File: config.mk
export PLATFORM = sky130hd
export DESIGN_NAME = windowed_turbulence_intensity_flat
export DESIGN_NICKNAME = d
export VERILOG_FILES = /design/src/rtl/wti_pkg.sv /design/src/rtl/wti_if.sv /design/src/rtl/wti_cell.sv /design/src/rtl/wti_eval.sv /design/src/rtl/windowed_turbulence_intensity.sv /design/src/flat_wrapper.sv
export SDC_FILE = /design/constraint.sdc
export NUM_CORES = 2
export LEC_CHECK = 0
export BUFFER_PORTS_ARGS = -buffer_cell sky130_fd_sc_hd__buf_2
export CAP_MARGIN = 20
export CORE_MARGIN = 2
export CORE_UTILIZATION = 50
export DETAILED_ROUTE_END_ITERATION = 8
export GPL_TIMING_DRIVEN = 0
export PLACE_DENSITY = 0.68
export SKIP_CTS_REPAIR_TIMING = 1
export SLEW_MARGIN = 20
export SYNTH_ARGS = -nofsm -noshare
export SYNTH_HDL_FRONTEND = slang
export SYNTH_SLANG_ARGS = --single-unit
File: constraint.sdc
create_clock -name clk_i -period 10.4 [get_ports clk_i]
set_clock_uncertainty 0.15 [all_clocks]
set_input_delay 1.56 -clock clk_i [delete_from_list [all_inputs] [get_ports clk_i]]
set_output_delay 1.56 -clock clk_i [all_outputs]
set_load 0.1 [all_outputs]
File: src/rtl/wti_pkg.sv
`timescale 1ns / 1ps

package wti_pkg;

  localparam int MaxWindowDef = 15;
  localparam int MaxGatesDef  = 1024;
  localparam int SizeW        = 4;
  localparam logic [SizeW-1:0] SizeReset = 4'd5;
  localparam int TiW          = 16;
  localparam int GateOutW     = 10;

  typedef enum logic [1:0] {
    ST_OK   = 2'd0,
    ST_FEW  = 2'd1,
    ST_ZERO = 2'd2,
    ST_SAT  = 2'd3
  } wti_status_e;

  typedef enum logic [2:0] {
    E_IDLE, E_MUL1, E_MUL2, E_MUL3, E_CHK, E_DIV, E_SQRT, E_DONE
  } wti_eval_st_e;

  typedef enum logic [2:0] {
    S_IDLE, S_SETUP, S_GATHER, S_START, S_EVAL, S_OUT
  } wti_seq_st_e;

  typedef struct packed {
    logic               vld;
    logic signed [15:0] val;
  } wti_entry_t;

  typedef struct packed {
    logic [TiW-1:0] ti;
    wti_status_e    status;
  } wti_res_t;

endpackage

File: src/rtl/wti_if.sv
`timescale 1ns / 1ps

interface wti_in_if;
  logic               valid;
  logic               ready;
  logic signed [15:0] sample_value;
  logic               sample_valid;
  logic               ray_end;

  modport source (output valid, sample_value, sample_valid, ray_end, input ready);
  modport sink   (input valid, sample_value, sample_valid, ray_end, output ready);
endinterface

interface wti_out_if;
  logic        valid;
  logic        ready;
  logic [15:0] ti_value;
  logic [9:0]  result_gate;
  logic [1:0]  ti_status;
  logic        ray_last;

  modport source (output valid, ti_value, result_gate, ti_status, ray_last, input ready);
  modport sink   (input valid, ti_value, result_gate, ti_status, ray_last, output ready);
endinterface

File: src/rtl/wti_cell.sv
`timescale 1ns / 1ps

// One window slot: takes its neighbor's entry on every shift, or zero at ray start.
module wti_cell (
  input  logic                clk_i,
  input  logic                rst_ni,
  input  logic                shift_i,
  input  logic                clear_i,
  input  wti_pkg::wti_entry_t entry_i,
  output wti_pkg::wti_entry_t entry_o
);
  import wti_pkg::*;

  wti_entry_t entry_q, entry_d;

  always_comb begin
    entry_d = entry_q;
    if (shift_i) begin
      entry_d = clear_i ? '0 : entry_i;
    end
  end

  always_ff @(posedge clk_i or negedge rst_ni) begin
    if (!rst_ni) begin
      entry_q <= '0;
    end else begin
      entry_q <= entry_d;
    end
  end

  assign entry_o = entry_q;
endmodule

File: src/rtl/wti_eval.sv
`timescale 1ns / 1ps

// Turns count, sum and square sum into floor(4096 * s / |m|) with a
// restoring divider and a digit-by-digit square root, one step per cycle.
module wti_eval #(
  parameter int  CntW = 4,
  localparam int AbsW = 15 + CntW,
  localparam int SumW = AbsW + 1,
  localparam int SqW  = 30 + CntW,
  localparam int S2W  = 2 * AbsW,
  localparam int NumW = CntW + S2W
) (
  input  logic                   clk_i,
  input  logic                   rst_ni,
  input  logic                   start_i,
  input  logic [CntW-1:0]        cnt_i,
  input  logic signed [SumW-1:0] sum_i,
  input  logic [SqW-1:0]         sq_i,
  output logic                   done_o,
  output wti_pkg::wti_res_t      res_o
);
  import wti_pkg::*;

  wti_eval_st_e    st_q, st_d;
  logic [4:0]      it_q, it_d;
  logic [CntW-1:0] n_q, n_d;
  logic [AbsW-1:0] abs_q, abs_d;
  logic [SqW-1:0]  sq_q, sq_d;
  logic [S2W-1:0]  s2_q, s2_d, nq_q, nq_d, dif_q, dif_d;
  logic [NumW-1:0] num_q, num_d, den_q, den_d, rem_q, rem_d;
  logic [31:0]     quo_q, quo_d, x_q, x_d, r_q, r_d, b_q, b_d;
  wti_res_t        res_q, res_d;

  logic [NumW:0]   rem2;
  logic [7:0]      low_byte;
  logic            dbit, ge;
  logic [31:0]     trial, r_nxt;

  always_comb begin
    st_d  = st_q;
    it_d  = it_q;
    n_d   = n_q;
    abs_d = abs_q;
    sq_d  = sq_q;
    s2_d  = s2_q;
    nq_d  = nq_q;
    dif_d = dif_q;
    num_d = num_q;
    den_d = den_q;
    rem_d = rem_q;
    quo_d = quo_q;
    x_d   = x_q;
    r_d   = r_q;
    b_d   = b_q;
    res_d = res_q;
    low_byte = num_q[7:0];
    dbit  = (it_q[4:3] == 2'b11) ? low_byte[it_q[2:0]] : 1'b0;
    rem2  = {rem_q, dbit};
    ge    = (rem2 >= {1'b0, den_q});
    trial = r_q + b_q;
    r_nxt = (x_q >= trial) ? ((r_q >> 1) + b_q) : (r_q >> 1);
    case (st_q)
      E_IDLE: begin
        if (start_i) begin
          n_d   = cnt_i;
          sq_d  = sq_i;
          abs_d = sum_i[SumW-1] ? AbsW'(-sum_i) : AbsW'(sum_i);
          if (cnt_i < CntW'(2)) begin
            res_d = '{ti: '0, status: ST_FEW};
            st_d  = E_DONE;
          end else if (sum_i == '0) begin
            res_d = '{ti: '0, status: ST_ZERO};
            st_d  = E_DONE;
          end else begin
            st_d = E_MUL1;
          end
        end
      end
      E_MUL1: begin
        s2_d = abs_q * abs_q;
        nq_d = n_q * sq_q;
        st_d = E_MUL2;
      end
      E_MUL2: begin
        dif_d = nq_q - s2_q;
        st_d  = E_MUL3;
      end
      E_MUL3: begin
        num_d = n_q * dif_q;
        den_d = (n_q - CntW'(1)) * s2_q;
        st_d  = E_CHK;
      end
      E_CHK: begin
        if ({8'b0, num_q} >= {den_q, 8'b0}) begin
          res_d = '{ti: '1, status: ST_SAT};
          st_d  = E_DONE;
        end else begin
          rem_d = num_q >> 8;
          quo_d = '0;
          it_d  = 5'd31;
          st_d  = E_DIV;
        end
      end
      E_DIV: begin
        rem_d = ge ? NumW'(rem2 - {1'b0, den_q}) : NumW'(rem2);
        quo_d = {quo_q[30:0], ge};
        if (it_q == '0) begin
          x_d  = {quo_q[30:0], ge};
          r_d  = '0;
          b_d  = 32'h4000_0000;
          it_d = 5'd15;
          st_d = E_SQRT;
        end else begin
          it_d = it_q - 5'd1;
        end
      end
      E_SQRT: begin
        if (x_q >= trial) begin
          x_d = x_q - trial;
        end
        r_d = r_nxt;
        b_d = b_q >> 2;
        if (it_q == '0) begin
          res_d = '{ti: r_nxt[15:0], status: ST_OK};
          st_d  = E_DONE;
        end else begin
          it_d = it_q - 5'd1;
        end
      end
      E_DONE: st_d = E_IDLE;
      default: st_d = E_IDLE;
    endcase
  end

  always_ff @(posedge clk_i or negedge rst_ni) begin
    if (!rst_ni) begin
      st_q <= E_IDLE;
      it_q <= '0;
    end else begin
      st_q <= st_d;
      it_q <= it_d;
    end
  end

  always_ff @(posedge clk_i) begin
    n_q   <= n_d;
    abs_q <= abs_d;
    sq_q  <= sq_d;
    s2_q  <= s2_d;
    nq_q  <= nq_d;
    dif_q <= dif_d;
    num_q <= num_d;
    den_q <= den_d;
    rem_q <= rem_d;
    quo_q <= quo_d;
    x_q   <= x_d;
    r_q   <= r_d;
    b_q   <= b_d;
    res_q <= res_d;
  end

  assign done_o = (st_q == E_DONE);
  assign res_o  = res_q;
endmodule

File: src/rtl/windowed_turbulence_intensity.sv
`timescale 1ns / 1ps
// Sequential block: one input transaction at a time. For each result the sequencer runs setup,
// walks the window, starts the evaluator (4 multiply and check, 32 divider and 16 square-root
// steps, then done, where not cut short) and loads the result into the output register, which
// can wait for the sink. A gate with no result leaves the sequencer idle; otherwise the next
// transaction is taken once the last result is registered. The last gate of a ray flushes up
// to h + 1 results, h being the half width.
// Reset (asynchronous, active low) clears the window cells, gate counter and handshakes.

// The samples of a ray shift through a row of cells, newest in cell 0. For every
// result gate g the sequencer walks the cells that cover gates g-h .. g+h (cut off at
// the ray ends), accumulating count, sum and sum of squares one cell per cycle. The
// evaluator then forms n*(n*Q - S^2) / ((n-1)*S^2), scales it by 2^24, and takes an
// integer square root, which is floor(4096 * stddev / |mean|). Results go into an
// output register so the next input transaction can be taken while the final result
// of a gate still waits for the sink.
module windowed_turbulence_intensity #(
  parameter int MAX_WINDOW = wti_pkg::MaxWindowDef,
  parameter int MAX_GATES  = wti_pkg::MaxGatesDef
) (
  input  logic                     clk_i,
  input  logic                     rst_ni,
  input  logic                     cfg_we_i,
  input  logic [wti_pkg::SizeW-1:0] cfg_wdata_i,
  wti_in_if.sink                   smp_i,
  wti_out_if.source                res_o
);
  import wti_pkg::*;

  localparam int CntW = $clog2(MAX_WINDOW + 1);
  localparam int AbsW = 15 + CntW;
  localparam int SumW = AbsW + 1;
  localparam int SqW  = 30 + CntW;
  localparam int GW   = $clog2(MAX_GATES);
  localparam int HMax = (MAX_WINDOW - 1) / 2;
  localparam int HW   = (HMax > 0) ? $clog2(HMax + 1) : 1;
  localparam int KW   = (MAX_WINDOW > 1) ? $clog2(MAX_WINDOW) : 1;

  // Window size register; the half width is latched at the first gate of a ray.
  logic [SizeW-1:0] wsize_q;
  logic [HW-1:0]    h_q, h_d, h_cfg, h_new;

  wti_seq_st_e      st_q, st_d;
  logic [GW-1:0]    gpos_q, gpos_d, p_q, p_d, g_q, g_d, gend_q, gend_d;
  logic [GW-1:0]    i_q, i_d, hi_q, hi_d;
  logic             end_q, end_d;
  logic [CntW-1:0]  cnt_q, cnt_d;
  logic signed [SumW-1:0] sum_q, sum_d;
  logic [SqW-1:0]   sq_q, sq_d;
  wti_res_t         eres_q, eres_d;

  logic             ovalid_q, ovalid_d;
  logic [TiW-1:0]   oti_q, oti_d;
  logic [GateOutW-1:0] ogate_q, ogate_d;
  wti_status_e      ostat_q, ostat_d;
  logic             olast_q, olast_d;

  logic             accept, end_w, load;
  logic [GW-1:0]    lo, hi, k;
  logic [GW:0]      g_plus_h;
  logic signed [31:0] prod;
  wti_entry_t       rd;
  logic             ev_done;
  wti_res_t         ev_res;

  // Row of window cells.
  wti_entry_t cell_q [MAX_WINDOW];
  wti_entry_t new_entry;

  assign new_entry = '{vld: smp_i.sample_valid, val: smp_i.sample_value};

  for (genvar c = 0; c < MAX_WINDOW; c++) begin : g_cell
    if (c == 0) begin : g_head
      wti_cell u_cell (
        .clk_i   (clk_i),
        .rst_ni  (rst_ni),
        .shift_i (accept),
        .clear_i (1'b0),
        .entry_i (new_entry),
        .entry_o (cell_q[c])
      );
    end else begin : g_body
      wti_cell u_cell (
        .clk_i   (clk_i),
        .rst_ni  (rst_ni),
        .shift_i (accept),
        .clear_i (gpos_q == '0),
        .entry_i (cell_q[c-1]),
        .entry_o (cell_q[c])
      );
    end
  end

  wti_eval #(.CntW(CntW)) u_eval (
    .clk_i   (clk_i),
    .rst_ni  (rst_ni),
    .start_i (st_q == S_START),
    .cnt_i   (cnt_q),
    .sum_i   (sum_q),
    .sq_i    (sq_q),
    .done_o  (ev_done),
    .res_o   (ev_res)
  );

  assign smp_i.ready = (st_q == S_IDLE);
  assign accept      = smp_i.valid && smp_i.ready;
  assign h_cfg       = (int'(wsize_q >> 1) > HMax) ? HW'(HMax) : HW'(wsize_q >> 1);
  assign h_new       = (gpos_q == '0) ? h_cfg : h_q;
  assign end_w       = smp_i.ray_end || (gpos_q == GW'(MAX_GATES - 1));

  // Window bounds of the current result gate, clipped to the ray.
  assign lo       = (g_q >= GW'(h_q)) ? (g_q - GW'(h_q)) : '0;
  assign g_plus_h = {1'b0, g_q} + (GW+1)'(h_q);
  assign hi       = (g_plus_h < {1'b0, p_q}) ? GW'(g_plus_h) : p_q;

  // Cell k holds gate p - k.
  assign k    = p_q - i_q;
  assign rd   = cell_q[k[KW-1:0]];
  assign prod = rd.val * rd.val;
  assign load = !ovalid_q || res_o.ready;

  always_comb begin
    st_d    = st_q;
    gpos_d  = gpos_q;
    h_d     = h_q;
    p_d     = p_q;
    g_d     = g_q;
    gend_d  = gend_q;
    end_d   = end_q;
    i_d     = i_q;
    hi_d    = hi_q;
    cnt_d   = cnt_q;
    sum_d   = sum_q;
    sq_d    = sq_q;
    eres_d  = eres_q;
    ovalid_d = ovalid_q && !res_o.ready;
    oti_d   = oti_q;
    ogate_d = ogate_q;
    ostat_d = ostat_q;
    olast_d = olast_q;
    case (st_q)
      S_IDLE: begin
        if (accept) begin
          h_d    = h_new;
          p_d    = gpos_q;
          end_d  = end_w;
          gpos_d = end_w ? '0 : gpos_q + GW'(1);
          g_d    = (gpos_q >= GW'(h_new)) ? (gpos_q - GW'(h_new)) : '0;
          gend_d = end_w ? gpos_q : (gpos_q - GW'(h_new));
          if ((gpos_q >= GW'(h_new)) || end_w) begin
            st_d = S_SETUP;
          end
        end
      end
      S_SETUP: begin
        i_d   = lo;
        hi_d  = hi;
        cnt_d = '0;
        sum_d = '0;
        sq_d  = '0;
        st_d  = S_GATHER;
      end
      S_GATHER: begin
        if (rd.vld) begin
          cnt_d = cnt_q + CntW'(1);
          sum_d = sum_q + SumW'(rd.val);
          sq_d  = sq_q + SqW'(unsigned'(prod));
        end
        if (i_q == hi_q) begin
          st_d = S_START;
        end else begin
          i_d = i_q + GW'(1);
        end
      end
      S_START: st_d = S_EVAL;
      S_EVAL: begin
        if (ev_done) begin
          eres_d = ev_res;
          st_d   = S_OUT;
        end
      end
      S_OUT: begin
        if (load) begin
          ovalid_d = 1'b1;
          oti_d    = eres_q.ti;
          ogate_d  = GateOutW'(g_q);
          ostat_d  = eres_q.status;
          olast_d  = end_q && (g_q == p_q);
          if (g_q == gend_q) begin
            st_d = S_IDLE;
          end else begin
            g_d  = g_q + GW'(1);
            st_d = S_SETUP;
          end
        end
      end
      default: st_d = S_IDLE;
    endcase
  end

  always_ff @(posedge clk_i or negedge rst_ni) begin
    if (!rst_ni) begin
      wsize_q  <= SizeReset;
      st_q     <= S_IDLE;
      gpos_q   <= '0;
      h_q      <= HW'(2 > HMax ? HMax : 2);
      ovalid_q <= 1'b0;
    end else begin
      if (cfg_we_i) begin
        wsize_q <= cfg_wdata_i;
      end
      st_q     <= st_d;
      gpos_q   <= gpos_d;
      h_q      <= h_d;
      ovalid_q <= ovalid_d;
    end
  end

  always_ff @(posedge clk_i) begin
    p_q     <= p_d;
    g_q     <= g_d;
    gend_q  <= gend_d;
    end_q   <= end_d;
    i_q     <= i_d;
    hi_q    <= hi_d;
    cnt_q   <= cnt_d;
    sum_q   <= sum_d;
    sq_q    <= sq_d;
    eres_q  <= eres_d;
    oti_q   <= oti_d;
    ogate_q <= ogate_d;
    ostat_q <= ostat_d;
    olast_q <= olast_d;
  end

  assign res_o.valid       = ovalid_q;
  assign res_o.ti_value    = oti_q;
  assign res_o.result_gate = ogate_q;
  assign res_o.ti_status   = ostat_q;
  assign res_o.ray_last    = olast_q;
endmodule

File: src/flat_wrapper.sv
// flat-port wrapper written by rule: the top's interface ports become plain ports
module windowed_turbulence_intensity_flat import wti_pkg::*;
#(
  parameter int MAX_WINDOW = wti_pkg::MaxWindowDef,
  parameter int MAX_GATES  = wti_pkg::MaxGatesDef
)
  (clk_i, rst_ni, cfg_we_i, cfg_wdata_i, smp_i_valid, smp_i_sample_value, smp_i_sample_valid, smp_i_ray_end, smp_i_ready, res_o_valid, res_o_ti_value, res_o_result_gate, res_o_ti_status, res_o_ray_last, res_o_ready);
  wti_in_if smp_i_i ();
  wti_out_if res_o_i ();
  input  logic clk_i;
  input  logic rst_ni;
  input  logic cfg_we_i;
  input  logic [wti_pkg::SizeW-1:0] cfg_wdata_i;
  input wire logic [$bits(smp_i_i.valid)-1:0] smp_i_valid;
  input wire logic [$bits(smp_i_i.sample_value)-1:0] smp_i_sample_value;
  input wire logic [$bits(smp_i_i.sample_valid)-1:0] smp_i_sample_valid;
  input wire logic [$bits(smp_i_i.ray_end)-1:0] smp_i_ray_end;
  output wire logic [$bits(smp_i_i.ready)-1:0] smp_i_ready;
  output wire logic [$bits(res_o_i.valid)-1:0] res_o_valid;
  output wire logic [$bits(res_o_i.ti_value)-1:0] res_o_ti_value;
  output wire logic [$bits(res_o_i.result_gate)-1:0] res_o_result_gate;
  output wire logic [$bits(res_o_i.ti_status)-1:0] res_o_ti_status;
  output wire logic [$bits(res_o_i.ray_last)-1:0] res_o_ray_last;
  input wire logic [$bits(res_o_i.ready)-1:0] res_o_ready;
  assign smp_i_i.valid = smp_i_valid;
  assign smp_i_i.sample_value = smp_i_sample_value;
  assign smp_i_i.sample_valid = smp_i_sample_valid;
  assign smp_i_i.ray_end = smp_i_ray_end;
  assign smp_i_ready = smp_i_i.ready;
  assign res_o_valid = res_o_i.valid;
  assign res_o_ti_value = res_o_i.ti_value;
  assign res_o_result_gate = res_o_i.result_gate;
  assign res_o_ti_status = res_o_i.ti_status;
  assign res_o_ray_last = res_o_i.ray_last;
  assign res_o_i.ready = res_o_ready;
  windowed_turbulence_intensity #(.MAX_WINDOW(MAX_WINDOW), .MAX_GATES(MAX_GATES)) u_core (.clk_i(clk_i), .rst_ni(rst_ni), .cfg_we_i(cfg_we_i), .cfg_wdata_i(cfg_wdata_i), .smp_i(smp_i_i), .res_o(res_o_i));
endmodule
==> insert_results.sql <==
INSERT INTO impl_metrics (metric_group, metric, value, unit) VALUES
('placed_design', 'routabilityCongestion', '0.9350', ''),
('cells_and_area', 'post_route_cells_drive_above_1_share', '7.545', '%'),
('yosys', 'synth_cells', '8177', ''),
('floorplan', 'rows', '145', ''),
('placed_design', 'detailed_placement_wirelength_estimate', '162300', 'µm'),
('drt', 'route.detailed.vias_per_inst', '5.562', ''),
('critical_path', 'crit_arrival', '10.98', 'ns'),
('cells_and_area', 'synthToLayoutAreaGrowth', '10.55', '%'),
('critical_path', 'crit_required', '10.72', 'ns'),
('yosys', 'synth_enable_flop_cells', '581', ''),
('floorplan', 'floorplan.initialDensity', '50.38', '%'),
('timing', 'holdWs', '0.2709', 'ns'),
('power_and_ir_drop', 'max-vdd-ir-drop', '0.1511', 'mV'),
('run_status', 'status', 'finished with violations', ''),
('yosys', 'seq_area_frac_synth', '31.14', '%'),
('global_routing', 'grt_start_max_net_pins', '102', ''),
('yosys', 'async_flop_share', '32.75', '%'),
('timing', 'post-route-period-util', '102.5', '%'),
('timing', 'post-route-worst-setup-slack', '-0.2623', 'ns'),
('yosys', 'synthTopCellsByCount', '1,300 x nand2_1, 1,113 x inv_1, 734 x fa_1', ''),
('floorplan', 'fp.coreArea', '156400', 'µm²'),
('yosys', 'synth.most_common_cell', 'nand2_1', ''),
('critical_path', 'critPathTopFamily', 'adder cells', ''),
('cts', 'worst_case_clock_buffer_depth', '3', ''),
('placed_design', 'place_inst', '10320', ''),
('timing', 'worst_slew_pin_slew', '1.097', 'ns'),
('placed_design', 'detailedPlace.worstSlack', '-2.273', 'ns'),
('cells_and_area', 'post-route-util', '55.70', '%'),
('drt', 'routed_wl', '204400', 'µm'),
('floorplan', 'count_of_boundary_i_o_pins', '58', ''),
('yosys', 'distinct_cell_type_count_after_synthesis', '85', ''),
('floorplan', 'fp.dieH', '401.0', 'µm'),
('cells_and_area', 'final_nets', '9852', ''),
('drt', 'ant_nets', '0', ''),
('global_routing', 'first_pass_grt_wire_length', '321900', 'µm'),
('timing', 'setup_viol', '4', ''),
('cts', 'cts-root-buf', 'clkbuf_16', ''),
('run_status', 'failed_checks', 'negative setup slack', ''),
('yosys', 'netlist.area_leader.share', '22.14', '%'),
('placed_design', 'port-buffer-count', '56', ''),
('cts', 'clkLatencyLatePin', '0.74', 'ns'),
('timing', 'max_freq', '93.79', 'MHz'),
('floorplan', 'dieArea', '160800', 'µm²'),
('timing', 'timing.final.hold_violations', '0', ''),
('global_routing', 'globalRouteOverflowTotal', '0', ''),
('timing', 'finalMaxSlewViolations', '0', ''),
('yosys', 'post_synth_main_area_contributors', 'edfxtp_1 22%, fa_1 19%, ha_1 10%, dfrtp_1 8.9%, nand2_1 6.2%', ''),
('drt', 'drtIter0Drc', '4208', ''),
('timing', 'final_total_negative_setup_slack', '-0.4600', 'ns'),
('yosys', 'synth.largest_area_cell', 'edfxtp_1', ''),
('drt', 'dr_total_vias', '58920', ''),
('cts', 'tritoncts', 'done', ''),
('cts', 'tritoncts.num_buffers', '98', ''),
('cts', 'cts.htree.levels', '3', ''),
('critical_path', 'slowest_stage', 'fa_2', ''),
('critical_path', 'endpoint', 'u_core.sq_q[32]', ''),
('yosys', 'postSynthAreaPerCell', '9.635', 'µm²'),
('placed_design', 'dpl-instance-area', '82170', 'µm²'),
('drt', 'drc', '0', ''),
('timing', 'slew-limit-headroom', '26.65', '%'),
('hold_path', 'holdCritPathClass', 'reg2reg', ''),
('critical_path', 'endpoint_kind_of_the_worst_setup_timing_path', 'flop', ''),
('yosys', 'number_of_synthesized_register_bits', '864', ''),
('power_and_ir_drop', 'static-leakage-power', '40.06', 'nW'),
('floorplan', 'die_width', '401.0', 'µm'),
('timing', 'grt_setup_unrepaired', 'yes', ''),
('critical_path', 'crit_path_start_kind', 'flop', ''),
('cells_and_area', 'antennaDiodeCount', '0', ''),
('cts', 'cts.sink_count', '864', ''),
('critical_path', 'critPathLaunch', 'u_core.p_q[0]', ''),
('cts', 'clkSlewWorstSetupHoldPaths', '0.06', 'ns');
-- how the worst min path moves through the flow --
stage | start | endpoint | depth (start not counted)
global placement | u_core.eres_q[3] | u_core.res_o.ti_value[1] | 0
floorplan | u_core.u_eval.res_o[0] | u_core.eres_q[0] | 0
finish | u_core.eres_q[5] | u_core.res_o.ti_value[3] | 0
detailed placement | u_core.eres_q[5] | u_core.res_o.ti_value[3] | 0
CTS | u_core.eres_q[5] | u_core.res_o.ti_value[3] | 0
global route | u_core.eres_q[3] | u_core.res_o.ti_value[1] | 0
-- layout make-up --
type / instances / area (µm²)
inverters: 1116 / 4215
plain buffers: 288 / 1343
repair buffers: 175 / 1554
fillers: 13610 / 69290
well taps: 2058 / 2575
clock buffers: 127 / 2683
multi-input cells: 5906 / 49600
flip-flops and latches: 864 / 24530
clock inverters: 59 / 599.3
-- state kept, by name, summed over array words and instances, names as in the netlist, 16 cells and up --
signal,count
u_core.u_eval.x_q,32
u_core.u_eval.sq_q,34
u_core.u_eval.num_q,42
u_core.eres_q,18
u_core.sq_q,34
u_core.sum_q,20
u_core.u_eval.quo_q,31
u_core.u_eval.res_o,18
u_core.res_o.ti_value,16
u_core.u_eval.r_q,32
u_core.u_eval.rem_q,42
u_core.u_eval.den_q,42
u_core.g_cell.g_body.u_cell.entry_o,238
u_core.g_cell.g_head.u_cell.entry_o,17
u_core.u_eval.s2_q,37
u_core.u_eval.abs_q,19
u_core.u_eval.b_q,16
u_core.u_eval.nq_q,38
u_core.u_eval.dif_q,38
-- cell families (layout without fill, tap and decap cells) --
| logic type | Yosys count | after routing | synth area share, % |
|---|---|---|---|
| and+or+nand+nor | 2477 | 2477 | 13.97 |
| AOI/OAI and AO/OA | 1436 | 1436 | 11.21 |
| buffers and inverters | 1409 | 1765 | 6.749 |
| adders and majority gates | 1376 | 1376 | 28.85 |
| DFF | 864 | 864 | 31.14 |
| xor gates and xnor gates | 489 | 489 | 5.436 |
| muxes | 124 | 124 | 2.644 |
| other | 2 | 4 | 0.009532 |
-- placed cells by master (no fill, tap or decap), types with 44 or more instances in the layout --
| master | netlist | routed |
|---|---|---|
| nor2b_1 | 80 | 78 |
| and3_1 | 56 | 55 |
| mux4_2 | 64 | 64 |
| buf_4 | 0 | 82 |
| nand2_1 | 1300 | 1290 |
| clkbuf_1 | 250 | 247 |
| o21ai_0 | 475 | 470 |
| a21o_1 | 202 | 201 |
| and2_1 | 243 | 237 |
| nor2_1 | 455 | 441 |
| edfxtp_1 | 581 | 581 |
| fa_1 | 734 | 731 |
| nand3_1 | 79 | 79 |
| o21bai_1 | 53 | 53 |
| a31oi_1 | 56 | 51 |
| nor3_1 | 70 | 64 |
| buf_2 | 16 | 75 |
| xor2_1 | 211 | 209 |
| o21a_1 | 44 | 44 |
| ha_1 | 642 | 627 |
| clkbuf_16 | 0 | 102 |
| a21oi_1 | 353 | 344 |
| dfrtp_1 | 281 | 281 |
| xnor2_1 | 278 | 269 |
| nand2b_1 | 57 | 57 |
| inv_1 | 1113 | 1094 |
-- power breakdown --
| part | switching (mW) | total (mW) | leakage (nW) | internal (mW) |
|---|---|---|---|---|
| logic | 0.0344 | 0.0476 | 29.8 | 0.0132 |
| registers | 0.00119 | 3.64 | 8.67 | 3.64 |
| clock network | 1.55 | 3.54 | 1.60 | 2.00 |
| total | 1.58 | 7.23 | 40.1 | 5.65 |
-- routing by layer --
metal  share of wire (%)  vias up  global-route usage (%)
li1                    -    27680                       -
met1                  41    29150                   31.39
met2                  49     1620                   43.67
met3                 4.9      460                   3.194
met4                 4.7        0                   11.04
met5                   0        -                       0
Note: power is estimated with default switching activity, not from simulation.
